## config.mk

```make
export PLATFORM = sky130hd
export DESIGN_NAME = business_day_counter
export DESIGN_NICKNAME = d
export VERILOG_FILES = /design/src/rtl/core/bdc_pkg.sv /design/src/rtl/core/bdc_front.sv /design/src/rtl/core/bdc_queue.sv /design/src/rtl/core/bdc_back.sv /design/src/rtl/core/business_day_counter.sv
export SDC_FILE = /design/constraint.sdc
export NUM_CORES = 2
export LEC_CHECK = 0
export BUFFER_PORTS_ARGS = -buffer_cell sky130_fd_sc_hd__buf_2
export CAP_MARGIN = 40
export CORE_MARGIN = 5
export CORE_UTILIZATION = 32
export DETAILED_ROUTE_END_ITERATION = 6
export GPL_TIMING_DRIVEN = 0
export SYNTH_ARGS = -nofsm -noshare
export SYNTH_HDL_FRONTEND = slang
export SYNTH_SLANG_ARGS = --single-unit
```

## constraint.sdc

```tcl
create_clock -name i_clk -period 10.95 [get_ports i_clk]
set_input_delay 1.095 -clock i_clk [delete_from_list [all_inputs] [get_ports i_clk]]
set_output_delay 1.095 -clock i_clk [all_outputs]
set_load 0.005 [all_outputs]
```

## src/rtl/core/bdc_pkg.sv

```systemverilog
package bdc_pkg;

    localparam int DAY_W   = 5;
    localparam int MONTH_W = 4;
    localparam int YEAR_W  = 14;
    localparam int COUNT_W = 15;
    localparam int WDAY_W  = 3;
    localparam int SUM_W   = 15;

    localparam logic [COUNT_W-1:0] COUNT_MAX = {COUNT_W{1'b1}};

    localparam int QUEUE_DEPTH = 2;

    // reciprocal constants: y / 100 and x / 7
    localparam int DIV100_PROD_W = YEAR_W + 13;
    localparam int DIV100_SHIFT  = 19;
    localparam int Q100_W        = 8;
    localparam int DIV7_PROD_W   = SUM_W + 16;
    localparam int DIV7_SHIFT    = 18;
    localparam int Q7_W          = DIV7_PROD_W - DIV7_SHIFT;

    localparam logic [DIV100_PROD_W-1:0] DIV100_MUL = DIV100_PROD_W'(5243);
    localparam logic [DIV7_PROD_W-1:0]   DIV7_MUL   = DIV7_PROD_W'(37450);

    localparam logic [WDAY_W-1:0] WD_SUNDAY   = 3'd0;
    localparam logic [WDAY_W-1:0] WD_FRIDAY   = 3'd5;
    localparam logic [WDAY_W-1:0] WD_SATURDAY = 3'd6;

    localparam logic [MONTH_W-1:0] MONTH_JAN = 4'd1;
    localparam logic [MONTH_W-1:0] MONTH_FEB = 4'd2;
    localparam logic [MONTH_W-1:0] MONTH_DEC = 4'd12;

    typedef logic [1:0] t_kind;
    localparam t_kind KIND_ERR   = 2'd0;
    localparam t_kind KIND_EMPTY = 2'd1;
    localparam t_kind KIND_WALK  = 2'd2;

    typedef struct packed {
        logic [DAY_W-1:0]   from_day;
        logic [MONTH_W-1:0] from_month;
        logic [YEAR_W-1:0]  from_year;
        logic [DAY_W-1:0]   to_day;
        logic [MONTH_W-1:0] to_month;
        logic [YEAR_W-1:0]  to_year;
    } t_in_item;

    typedef struct packed {
        logic [COUNT_W-1:0] business_days;
        logic               count_saturated;
        logic               date_error;
    } t_result;

    typedef struct packed {
        t_kind              kind;
        t_in_item           dates;
        logic [WDAY_W-1:0]  weekday;
        logic               leap;
        logic               leap_next;
    } t_job;

    function automatic logic [Q100_W-1:0] div100(input logic [YEAR_W-1:0] y);
        logic [DIV100_PROD_W-1:0] p;
        p = DIV100_PROD_W'(y) * DIV100_MUL;
        return p[DIV100_PROD_W-1:DIV100_SHIFT];
    endfunction

    function automatic logic is_leap(input logic [YEAR_W-1:0] y);
        logic [Q100_W-1:0] q;
        logic [YEAR_W-1:0] r;
        q = div100(y);
        r = y - YEAR_W'(q) * YEAR_W'(7'd100);
        return ((y[1:0] == 2'b00) && (r != '0)) || ((r == '0) && (q[1:0] == 2'b00));
    endfunction

    function automatic logic [DAY_W-1:0] month_days(input logic [MONTH_W-1:0] m,
                                                     input logic leap);
        logic [DAY_W-1:0] n;
        case (m)
            4'd1, 4'd3, 4'd5, 4'd7, 4'd8, 4'd10, 4'd12: n = 5'd31;
            4'd4, 4'd6, 4'd9, 4'd11:                    n = 5'd30;
            4'd2:                                       n = leap ? 5'd29 : 5'd28;
            default:                                    n = 5'd0;
        endcase
        return n;
    endfunction

    // (31 * mm) / 12 of the weekday formula, indexed by calendar month
    function automatic logic [DAY_W-1:0] month_offset(input logic [MONTH_W-1:0] m);
        logic [DAY_W-1:0] n;
        case (m)
            4'd1:    n = 5'd28;
            4'd2:    n = 5'd31;
            4'd3:    n = 5'd2;
            4'd4:    n = 5'd5;
            4'd5:    n = 5'd7;
            4'd6:    n = 5'd10;
            4'd7:    n = 5'd12;
            4'd8:    n = 5'd15;
            4'd9:    n = 5'd18;
            4'd10:   n = 5'd20;
            4'd11:   n = 5'd23;
            4'd12:   n = 5'd25;
            default: n = 5'd0;
        endcase
        return n;
    endfunction

    function automatic logic date_ok(input logic [DAY_W-1:0] d,
                                     input logic [MONTH_W-1:0] m,
                                     input logic [YEAR_W-1:0] y,
                                     input logic leap);
        return (y != '0) && (m >= MONTH_JAN) && (m <= MONTH_DEC) && (d != '0)
            && (d <= month_days(m, leap));
    endfunction

endpackage

```

## src/rtl/core/bdc_front.sv

```systemverilog
module bdc_front (
    input  logic             i_clk,
    input  logic             i_rst_n,
    input  logic             i_push,
    input  bdc_pkg::t_in_item i_item,
    output logic             o_full,
    output logic             o_job_push,
    output bdc_pkg::t_job    o_job,
    input  logic             i_job_full
);
    import bdc_pkg::*;

    localparam logic [2:0] FS_IDLE = 3'd0;
    localparam logic [2:0] FS_DEC  = 3'd1;
    localparam logic [2:0] FS_SUM  = 3'd2;
    localparam logic [2:0] FS_MUL  = 3'd3;
    localparam logic [2:0] FS_PUSH = 3'd4;

    logic [2:0]             r_state, n_state;
    t_in_item               r_item, n_item;
    logic [YEAR_W-1:0]      r_yy, n_yy;
    logic [Q100_W-1:0]      r_q100, n_q100;
    logic                   r_leap_f, n_leap_f;
    logic                   r_leap_t, n_leap_t;
    logic                   r_leap_f1, n_leap_f1;
    t_kind                  r_kind, n_kind;
    logic [SUM_W-1:0]       r_x, n_x;
    logic [DIV7_PROD_W-1:0] r_prod, n_prod;

    logic [Q7_W-1:0]        q7;
    logic [SUM_W-1:0]       wd_full;
    logic                   ok_f, ok_t;

    assign q7      = r_prod[DIV7_PROD_W-1:DIV7_SHIFT];
    assign wd_full = r_x - SUM_W'(q7) * SUM_W'(3'd7);
    assign ok_f    = date_ok(r_item.from_day, r_item.from_month, r_item.from_year, r_leap_f);
    assign ok_t    = date_ok(r_item.to_day, r_item.to_month, r_item.to_year, r_leap_t);

    always_comb begin
        n_state   = r_state;
        n_item    = r_item;
        n_yy      = r_yy;
        n_q100    = r_q100;
        n_leap_f  = r_leap_f;
        n_leap_t  = r_leap_t;
        n_leap_f1 = r_leap_f1;
        n_kind    = r_kind;
        n_x       = r_x;
        n_prod    = r_prod;
        unique case (r_state)
            FS_IDLE: begin
                if (i_push) begin
                    n_item  = i_item;
                    n_state = FS_DEC;
                end
            end
            FS_DEC: begin
                // january and february count as months of the year before
                n_yy      = r_item.from_year
                          - YEAR_W'(r_item.from_month <= MONTH_FEB);
                n_q100    = div100(n_yy);
                n_leap_f  = is_leap(r_item.from_year);
                n_leap_t  = is_leap(r_item.to_year);
                n_leap_f1 = is_leap(r_item.from_year + YEAR_W'(1));
                n_state   = FS_SUM;
            end
            FS_SUM: begin
                if (!ok_f || !ok_t) begin
                    n_kind = KIND_ERR;
                end else if ({r_item.to_year, r_item.to_month, r_item.to_day}
                             > {r_item.from_year, r_item.from_month, r_item.from_day}) begin
                    n_kind = KIND_WALK;
                end else begin
                    n_kind = KIND_EMPTY;
                end
                n_x = SUM_W'(r_item.from_day) + SUM_W'(r_yy) + SUM_W'(r_yy >> 2)
                    - SUM_W'(r_q100) + SUM_W'(r_q100 >> 2)
                    + SUM_W'(month_offset(r_item.from_month));
                n_state = FS_MUL;
            end
            FS_MUL: begin
                n_prod  = DIV7_PROD_W'(r_x) * DIV7_MUL;
                n_state = FS_PUSH;
            end
            FS_PUSH: begin
                if (!i_job_full) begin
                    n_state = FS_IDLE;
                end
            end
            default: n_state = FS_IDLE;
        endcase
    end

    always_ff @(posedge i_clk) begin
        if (!i_rst_n) begin
            r_state <= FS_IDLE;
        end else begin
            r_state <= n_state;
        end
        r_item    <= n_item;
        r_yy      <= n_yy;
        r_q100    <= n_q100;
        r_leap_f  <= n_leap_f;
        r_leap_t  <= n_leap_t;
        r_leap_f1 <= n_leap_f1;
        r_kind    <= n_kind;
        r_x       <= n_x;
        r_prod    <= n_prod;
    end

    assign o_full            = (r_state != FS_IDLE);
    assign o_job_push        = (r_state == FS_PUSH);
    assign o_job.kind        = r_kind;
    assign o_job.dates       = r_item;
    assign o_job.weekday     = WDAY_W'(wd_full);
    assign o_job.leap        = r_leap_f;
    assign o_job.leap_next   = r_leap_f1;

endmodule

```

## src/rtl/core/bdc_queue.sv

```systemverilog
module bdc_queue (
    input  logic          i_clk,
    input  logic          i_rst_n,
    input  logic          i_push,
    input  bdc_pkg::t_job i_job,
    output logic          o_full,
    input  logic          i_pop,
    output bdc_pkg::t_job o_job,
    output logic          o_empty
);
    import bdc_pkg::*;

    localparam int PTR_W = (QUEUE_DEPTH > 1) ? $clog2(QUEUE_DEPTH) : 1;
    localparam int CNT_W = $clog2(QUEUE_DEPTH + 1);

    t_job             r_mem [QUEUE_DEPTH];
    logic [PTR_W-1:0] r_wr, n_wr;
    logic [PTR_W-1:0] r_rd, n_rd;
    logic [CNT_W-1:0] r_cnt, n_cnt;
    logic             do_push, do_pop;

    assign o_full  = (r_cnt == CNT_W'(QUEUE_DEPTH));
    assign o_empty = (r_cnt == '0);
    assign do_push = i_push && !o_full;
    assign do_pop  = i_pop && !o_empty;
    assign o_job   = r_mem[r_rd];

    always_comb begin
        n_wr  = r_wr;
        n_rd  = r_rd;
        n_cnt = r_cnt;
        if (do_push) begin
            n_wr = (r_wr == PTR_W'(QUEUE_DEPTH - 1)) ? '0 : r_wr + PTR_W'(1);
        end
        if (do_pop) begin
            n_rd = (r_rd == PTR_W'(QUEUE_DEPTH - 1)) ? '0 : r_rd + PTR_W'(1);
        end
        if (do_push && !do_pop) begin
            n_cnt = r_cnt + CNT_W'(1);
        end else if (do_pop && !do_push) begin
            n_cnt = r_cnt - CNT_W'(1);
        end
    end

    always_ff @(posedge i_clk) begin
        if (!i_rst_n) begin
            r_wr  <= '0;
            r_rd  <= '0;
            r_cnt <= '0;
        end else begin
            r_wr  <= n_wr;
            r_rd  <= n_rd;
            r_cnt <= n_cnt;
        end
        if (do_push) begin
            r_mem[r_wr] <= i_job;
        end
    end

endmodule

```

## src/rtl/core/bdc_back.sv

```systemverilog
module bdc_back (
    input  logic             i_clk,
    input  logic             i_rst_n,
    input  bdc_pkg::t_job    i_job,
    input  logic             i_job_empty,
    output logic             o_job_pop,
    input  logic             i_pop,
    output logic             o_empty,
    output bdc_pkg::t_result o_result
);
    import bdc_pkg::*;

    localparam logic [1:0] BS_IDLE = 2'd0;
    localparam logic [1:0] BS_WALK = 2'd1;
    localparam logic [1:0] BS_DONE = 2'd2;

    logic [1:0]         r_state, n_state;
    logic [DAY_W-1:0]   r_day, n_day;
    logic [MONTH_W-1:0] r_month, n_month;
    logic [YEAR_W-1:0]  r_year, n_year;
    logic [DAY_W-1:0]   r_end_day, n_end_day;
    logic [MONTH_W-1:0] r_end_month, n_end_month;
    logic [YEAR_W-1:0]  r_end_year, n_end_year;
    logic [WDAY_W-1:0]  r_wd, n_wd;
    logic               r_leap, n_leap;
    logic               r_leap_next, n_leap_next;
    logic [COUNT_W-1:0] r_cnt, n_cnt;
    t_result            r_res, n_res;
    t_result            r_out, n_out;
    logic               r_out_valid, n_out_valid;

    logic               at_end, workday, month_end;

    assign at_end    = {r_year, r_month, r_day} == {r_end_year, r_end_month, r_end_day};
    assign workday   = (r_wd < WD_FRIDAY);
    assign month_end = (r_day == month_days(r_month, r_leap));

    always_comb begin
        n_state     = r_state;
        n_day       = r_day;
        n_month     = r_month;
        n_year      = r_year;
        n_end_day   = r_end_day;
        n_end_month = r_end_month;
        n_end_year  = r_end_year;
        n_wd        = r_wd;
        n_leap      = r_leap;
        n_leap_next = r_leap_next;
        n_cnt       = r_cnt;
        n_res       = r_res;
        n_out       = r_out;
        n_out_valid = r_out_valid && !i_pop;
        o_job_pop   = 1'b0;
        unique case (r_state)
            BS_IDLE: begin
                if (!i_job_empty) begin
                    o_job_pop = 1'b1;
                    n_res     = '0;
                    n_cnt     = '0;
                    unique case (i_job.kind)
                        KIND_WALK: begin
                            n_day       = i_job.dates.from_day;
                            n_month     = i_job.dates.from_month;
                            n_year      = i_job.dates.from_year;
                            n_end_day   = i_job.dates.to_day;
                            n_end_month = i_job.dates.to_month;
                            n_end_year  = i_job.dates.to_year;
                            n_wd        = i_job.weekday;
                            n_leap      = i_job.leap;
                            n_leap_next = i_job.leap_next;
                            n_state     = BS_WALK;
                        end
                        KIND_ERR: begin
                            n_res.date_error = 1'b1;
                            n_state          = BS_DONE;
                        end
                        default: n_state = BS_DONE;
                    endcase
                end
            end
            BS_WALK: begin
                // leap flag of the following year, ready before the next rollover
                n_leap_next = is_leap(r_year + YEAR_W'(1));
                if (at_end) begin
                    n_res.business_days = r_cnt;
                    n_state             = BS_DONE;
                end else if (workday && (r_cnt == COUNT_MAX)) begin
                    // true count goes past the maximum, no need to walk on
                    n_res.business_days   = COUNT_MAX;
                    n_res.count_saturated = 1'b1;
                    n_state               = BS_DONE;
                end else begin
                    n_cnt = r_cnt + COUNT_W'(workday);
                    n_wd  = (r_wd == WD_SATURDAY) ? WD_SUNDAY : r_wd + WDAY_W'(1);
                    if (month_end) begin
                        n_day = DAY_W'(1);
                        if (r_month == MONTH_DEC) begin
                            n_month = MONTH_JAN;
                            n_year  = r_year + YEAR_W'(1);
                            n_leap  = r_leap_next;
                        end else begin
                            n_month = r_month + MONTH_W'(1);
                        end
                    end else begin
                        n_day = r_day + DAY_W'(1);
                    end
                end
            end
            BS_DONE: begin
                if (!r_out_valid || i_pop) begin
                    n_out       = r_res;
                    n_out_valid = 1'b1;
                    n_state     = BS_IDLE;
                end
            end
            default: n_state = BS_IDLE;
        endcase
    end

    always_ff @(posedge i_clk) begin
        if (!i_rst_n) begin
            r_state     <= BS_IDLE;
            r_out_valid <= 1'b0;
        end else begin
            r_state     <= n_state;
            r_out_valid <= n_out_valid;
        end
        r_day       <= n_day;
        r_month     <= n_month;
        r_year      <= n_year;
        r_end_day   <= n_end_day;
        r_end_month <= n_end_month;
        r_end_year  <= n_end_year;
        r_wd        <= n_wd;
        r_leap      <= n_leap;
        r_leap_next <= n_leap_next;
        r_cnt       <= n_cnt;
        r_res       <= n_res;
        r_out       <= n_out;
    end

    assign o_empty  = !r_out_valid;
    assign o_result = r_out;

endmodule

```

## src/rtl/core/business_day_counter.sv

```systemverilog
// Counts the days whose weekday is Sunday through Thursday from a start date up
// to, but not including, an end date. Dates are Gregorian; either date being
// invalid gives date_error with a count of 0, and an end date not after the
// start date gives 0. In the back end the date walker advances one calendar day
// per cycle, and stops early once the count passes 32767 (saturated), so it
// walks at most about 45900 days. The front end checks and classifies a request
// in its DEC, SUM, MUL and PUSH states, and the queue can hold two classified
// requests ahead of the walker, so full drops again while a long range is still
// being walked. One result register sits at the output; the walker stalls only
// when it is occupied.
module business_day_counter (
    input  logic              i_clk,
    input  logic              i_rst_n,
    input  logic              push,
    input  bdc_pkg::t_in_item i_item,
    output logic              full,
    input  logic              pop,
    output logic              empty,
    output bdc_pkg::t_result  o_result
);
    import bdc_pkg::*;

    t_job q_in_job, q_out_job;
    logic q_push, q_full, q_pop, q_empty;

    bdc_front u_front (
        .i_clk      (i_clk),
        .i_rst_n    (i_rst_n),
        .i_push     (push),
        .i_item     (i_item),
        .o_full     (full),
        .o_job_push (q_push),
        .o_job      (q_in_job),
        .i_job_full (q_full)
    );

    bdc_queue u_queue (
        .i_clk   (i_clk),
        .i_rst_n (i_rst_n),
        .i_push  (q_push),
        .i_job   (q_in_job),
        .o_full  (q_full),
        .i_pop   (q_pop),
        .o_job   (q_out_job),
        .o_empty (q_empty)
    );

    bdc_back u_back (
        .i_clk       (i_clk),
        .i_rst_n     (i_rst_n),
        .i_job       (q_out_job),
        .i_job_empty (q_empty),
        .o_job_pop   (q_pop),
        .i_pop       (pop),
        .o_empty     (empty),
        .o_result    (o_result)
    );

endmodule

```

# Word-level counts from Yosys, hierarchy flattened
# Memories as Yosys holds them, arrays and structs flattened. A register that Yosys moved wholly into a read port is not among the register bits.
# Cells that the tools add are included.
dict set report totals {
  romBits 80
  regBits 228
  mem_bits_rw 106
  out_inout_bits 19
  memories 2
}
dict set report op_classes {
  magnitude_cmp 9
  n_mul 11
  mux 76
  n_reduce_logical 82
  n_eq_ne 59
  bitwise_logic 1
  addsub 21
}
# name depth width rd rd_clocked_by_memory_dff wr line_no
set mem_list {}
lappend mem_list {u_queue.r_mem 2 53 1 1 1 bdc_queue.sv:16} ;# t_job r_mem [QUEUE_DEPTH];
lappend mem_list {{(no name shown)} 16 5 1 1 0 bdc_pkg.sv:90} ;# case (m)
# op count
set ops {}
lappend ops {{multiplier 14 x 13 -> 27 bit (second input constant)} 5}
lappend ops {{2-to-1 mux 14 bit} 6}
lappend ops {{nonzero test 14 bit} 6}
lappend ops {{equality test 4 bit (second input constant)} 15}
lappend ops {{2-to-1 mux 15 bit} 4}
lappend ops {{zero test 14 bit} 4}
lappend ops {{subtractor 14 bit} 4}
lappend ops {{equality test 4 x 3 -> 1 bit (second input constant)} 12}
lappend ops {{multiplier 8 x 5 -> 12 bit (second input constant)} 4}
lappend ops {{case mux 5 bit (3 select lines)} 3}
lappend ops {{case mux 16 bit (2 select lines)} 1}
lappend ops {{multiplier 15 x 15 -> 30 bit (second input constant)} 1}
lappend ops {{2-to-1 mux 5 bit} 6}
lappend ops {{case mux 15 bit (2 select lines)} 1}
lappend ops {{adder 14 x 1 -> 14 bit (second input constant)} 2}
lappend ops {{2-to-1 mux 4 bit} 7}
lappend ops {{case mux 14 bit (2 select lines)} 1}
lappend ops {{equality test 4 x 2 -> 1 bit (second input constant)} 6}
lappend ops {{equality test 23 bit} 1}
lappend ops {{> comparator 23 bit} 1}
lappend ops {{2-to-1 mux 1 bit} 23}
lappend ops {{logical AND 1 bit} 22}
lappend ops {{zero test 2 bit} 11}
lappend ops {{2-to-1 mux 3 bit} 7}
lappend ops {{other kinds (55)} 106}

# Longest topological paths before layout
dict set report depth {
  word_depth 8
  mapped_depth 43
  mapped_depth_nobuf 42
}

# By module
# Synthesis repeated with hierarchy kept, for this count alone.
dict set report hier_totals {
  cells_unflattened 3505
  hier_area_um2 37689.9
}
# mod cells_per_inst area_each_um2 instances seq_area_each_um2
set modules_own_cells {}
lappend modules_own_cells {bdc_front 2416 24434.7 1 2892.8}
lappend modules_own_cells {bdc_back 899 9198.8 1 3062.9}
lappend modules_own_cells {bdc_queue 190 4056.4 1 3283.1}

# Worst setup path after synthesis
# OpenSTA, ideal clock, no wires.
dict set report synth_path {
  path_kind {register to register}
  startpoint {register u_front.r_item (netlist bit u_front.o_job[32])}
  endpoint {register u_front.r_leap_f1, data pin}
  setup_time_ps 264
  t_required_ps 10686
  path_slack_ps 1343
  synth_period_minus_slack_ps 9607
  path_buffers 0
  stages_incl_launch_ff 39
  t_arrival_ps 9344
  cell_sequence {edfxtp_1 > ha_1 > and3_1 > and3_1 > nand2_1 > xnor2_1 > inv_1 > fa_1 > inv_1 > ha_1 > fa_1 > fa_1 > inv_1 > fa_1 > inv_1 > ha_1 > a21oi_1 > o22ai_1 > (+3 left out) > nor2_1 > o21a_1 > nor2_1 > ha_1 > ha_1 > inv_1 > fa_1 > inv_1 > ha_1 > a21oi_1 > o21bai_1 > a21oi_1 > xor2_1 > ha_1 > and3_1 > a211o_1 > o31a_1 > o41a_1}
}
dict set report synth_between {
  elab_chain_len 7
  elab_cells_between_ends 10
  classes_between {2 x add/sub; 2 x mul; 6 x reduce/logical}
}
# item line_no
set synth_rtl {}
lappend synth_rtl {{from (decl)} bdc_front.sv:20} ;# t_in_item r_item, n_item;
lappend synth_rtl {{from (signal assigned)} bdc_front.sv:100} ;# r_item <= n_item;
lappend synth_rtl {{adder 14 x 1 -> 14 bit (*)} bdc_front.sv:64} ;# n_leap_f1 = is_leap(r_item.from_year + YEAR_W'(1));
lappend synth_rtl {{multiplier 14 x 13 -> 27 bit} bdc_pkg.sv:63} ;# p = DIV100_PROD_W'(y) * DIV100_MUL;
lappend synth_rtl {{multiplier 8 x 5 -> 12 bit} bdc_pkg.sv:71} ;# r = y - YEAR_W'(q) * YEAR_W'(7'd100);
lappend synth_rtl {{subtractor 14 bit} bdc_pkg.sv:71}
lappend synth_rtl {{nonzero test 14 bit / zero test 14 bit (equally long branches)} bdc_pkg.sv:72} ;# return ((y[1:0] == 2'b00) && (r != '0)) || ((r == '0) && (q[1:0] == 2'b00));
lappend synth_rtl {{logical AND 1 bit} bdc_pkg.sv:72}
lappend synth_rtl {{logical OR 1 bit (*)} bdc_pkg.sv:72}
lappend synth_rtl {{to (signal assigned)} bdc_front.sv:105} ;# r_leap_f1 <= n_leap_f1;
lappend synth_rtl {{to (decl)} bdc_front.sv:25} ;# logic r_leap_f1, n_leap_f1;
# Mark *: on every way between the ends. The rest lies on a longest branch, timed or not.
# A chain may end at the register's enable or synchronous reset.

# Worst setup path in the final report
dict set report layout_path {
  startpoint {register u_front.r_item (netlist bit u_front.o_job[29])}
  endpoint {register u_front.r_leap_f1, data pin}
}
# Same word-level chain as after synthesis.

==> metrics <==
clock tree buffer depth=3; filler cell count=11480; clock latency on the worst-skew pair=0.57 ns; crit end category=flop; most frequent cell on the critical path=ha_1; Syn Area/Cell=10.89 µm²; crit start category=flop; Worst R2R Setup Slack=0.48 ns; DP Wirelength=67.94 mm; all-layer global routing usage=13.40%; die height=351.6 µm; setup violators final=0; First-pass DRT Iterations=5; Worst Setup SP=u_front.o_job[29]; Worst Reg-to-Reg Cells=38; CP required=11.25 ns; vias in the first global route=24530; Post-Syn Instances=3430; total number of vias=23920; final worst-path cycle share=95.59%; Die X=351.6 µm; CP Class=reg -> reg; clk_skew=0.03114 ns; Sink Count=313; Iteration-0 DRC Markers=1050; Die Area=123600 µm²; Slew Viols, Final=0; largest net degree at the start of global routing=33; Final Core Density=35.90%; most frequent cells after synthesis=ha_1, inv_1, fa_1; Synth area leader=ha_1; Top Ports=69; MaxCap Viol Count=0; fin crit period=10.47 ns; fmax=95.53 MHz; outcome=finished clean; final net count=4833; ys async rst share=0%; DRC viols=0; #FFs+latches synth=313; RePlAce Congestion=0.8629; end of the worst register-to-register path=u_front.r_leap_f1; Synth top area share=27.28%; initial core utilization=32.17%; Layout area overhead=11.57%; Root Buffer=clkbuf_16; top-count cell post-synth=ha_1; H-Tree Depth=2; worst slew pin tran=0.8895 ns; Crit-path slowest cell=fa_1; Hold Crit Class=reg -> reg; layout cell share with drive strength beyond 1=7.332%; post-synthesis cell type count=89; WL final=81.37 mm; Post-synth EDFFs=297; Synthesized Nets=4663; core outline area=116000 µm²; GRT overflow=0; Clock transition at path regs=0.06 ns; Final Hold Violating Endpoints=0; Reg-to-Reg Start=u_front.o_job[29]; dominant synthesized flop cell=edfxtp_1; CTS tree=done; CP Max Fanout=4; top cells by area, synth=ha_1, edfxtp_1, fa_1; area of the mapped netlist=37340 µm²; Vias/cell=4.639; largest stage delay on the critical path=0.55 ns; site row count=125; Critical Path AT=10.77 ns; PortBufs=68; relative slew slack=40.27%; initial antenna violation count=15; CTS Buf Count=38; Routed Antenna Nets=0; first-pass GRT wire length=131.6 mm; DR WL/cell=15.78 µm; yosys warns=0; sequential area share after synthesis=24.74%; Setup crit end=u_front.r_leap_f1
## state kept, by name, summed over array words and instances (netlist names), 14 cells and up, named ones only
signal and cells:
u_queue.r_mem 106, u_front.r_yy 14, u_front.r_x 15, u_back.o_result 17, u_back.r_end_year 14, u_back.r_year 14
u_back.r_res 17, u_front.o_job 46, u_back.r_cnt 15
## stage by stage
stage | setup TNS (ns) | area, µm² | hold slack (ns) | setup slack, ns | cells
2_1_floorplan | 0 | 37340 | 0.4003 | 1.343 | 3430
3_3_place_gp | -0.3643 | 39590 | 0.4034 | -0.3643 | 5022
3_5_place_dp | -0.3829 | 40180 | 0.4045 | -0.3829 | 5064
4_1_cts | 0 | 41500 | 0.4158 | 0.2290 | 5143
5_1_grt | -0.02043 | 41650 | 0.4239 | -0.02043 | 5153
6_report | 0 | 41660 | 0.4145 | 0.4824 | 5156
## layout make-up
type / count / area [µm²] / share of cell area [%]
diodes: 4 / 10.01 / 0.02403
plain buffers: 30 / 132.6 / 0.3184
clock buffers: 44 / 973.4 / 2.337
clock inverters: 24 / 241.5 / 0.5797
inverters: 761 / 2873 / 6.896
multi-input cells: 2326 / 25210 / 60.51
flip-flops and latches: 313 / 9239 / 22.18
well taps: 1524 / 1907 / 4.577
repair buffers: 130 / 1074 / 2.577
## worst min-delay path by stage
stage | from | to | slack [ns] | cells past startpoint
6_report | u_back.r_res[2] | u_back.o_result[2] | 0.41 | 0
5_1_grt | u_back.r_res[6] | u_back.o_result[6] | 0.42 | 0
4_1_cts | u_back.r_res[2] | u_back.o_result[2] | 0.42 | 0
3_5_place_dp | u_back.r_res[2] | u_back.o_result[2] | 0.40 | 0
3_3_place_gp | u_back.r_res[6] | u_back.o_result[6] | 0.40 | 0
2_1_floorplan | u_back.r_res[0] | u_back.o_result[0] | 0.40 | 0
## metal layers
metal | up-vias | share of wire [%] | wire length (µm) | GRT usage [%]
li1 | 11840 | - | - | -
met1 | 11600 | 46 | 37630 | 18.45
met2 | 384 | 47 | 37910 | 22.49
met3 | 87 | 4.8 | 3934 | 1.855
met4 | 10 | 2.3 | 1834 | 3.028
met5 | - | 0.070 | 57 | 0
## timing repair
action / CTS / global route
pin swaps: 0 / 1
endpoints found under the setup margin: 1 / 2
buffers inserted: 11 / 8
hold buffers: 0 / 0
gates resized for setup: 1 / 11
## worst max-delay path, delay by kind of cell (launching register included)
family | cells | cell delay, ns
xor gates and xnor gates | 2 | 0.53
DFF | 1 | 0.38
adders and majority gates | 12 | 4.64
AOI/OAI and AO/OA | 11 | 2.68
buffers and inverters | 6 | 0.57
and+or+nand+nor | 7 | 1.38
## placed cells by master, fill, tap and decap left out, types with 38 or more instances in the layout
master / count
o21ai_0: 91
a21oi_1: 105
inv_1: 756
clkbuf_16: 38
nor2_1: 125
a21o_1: 39
ha_1: 814
buf_4: 43
xor2_1: 64
buf_2: 72
fa_1: 369
edfxtp_1: 297
nand2_1: 84
xnor2_1: 145
nor3_1: 40
## cells by family (layout without fill, tap and decap cells)
kind of cell	count (synthesis)	in the layout	synth area share (%)
XOR/XNOR	220	220	5.281
AND/OR/NAND/NOR	463	463	6.310
flip-flops	313	313	24.74
AO/OA/AOI/OAI	403	403	6.920
adder cells (fa/ha/maj)	1186	1186	47.14
multiplexers	54	54	1.562
other	0	4	0
buffers and inverters	791	989	8.039
Power is not shown: default switching activity piles up to over one toggle a cycle in this logic, so the estimate is an artifact.
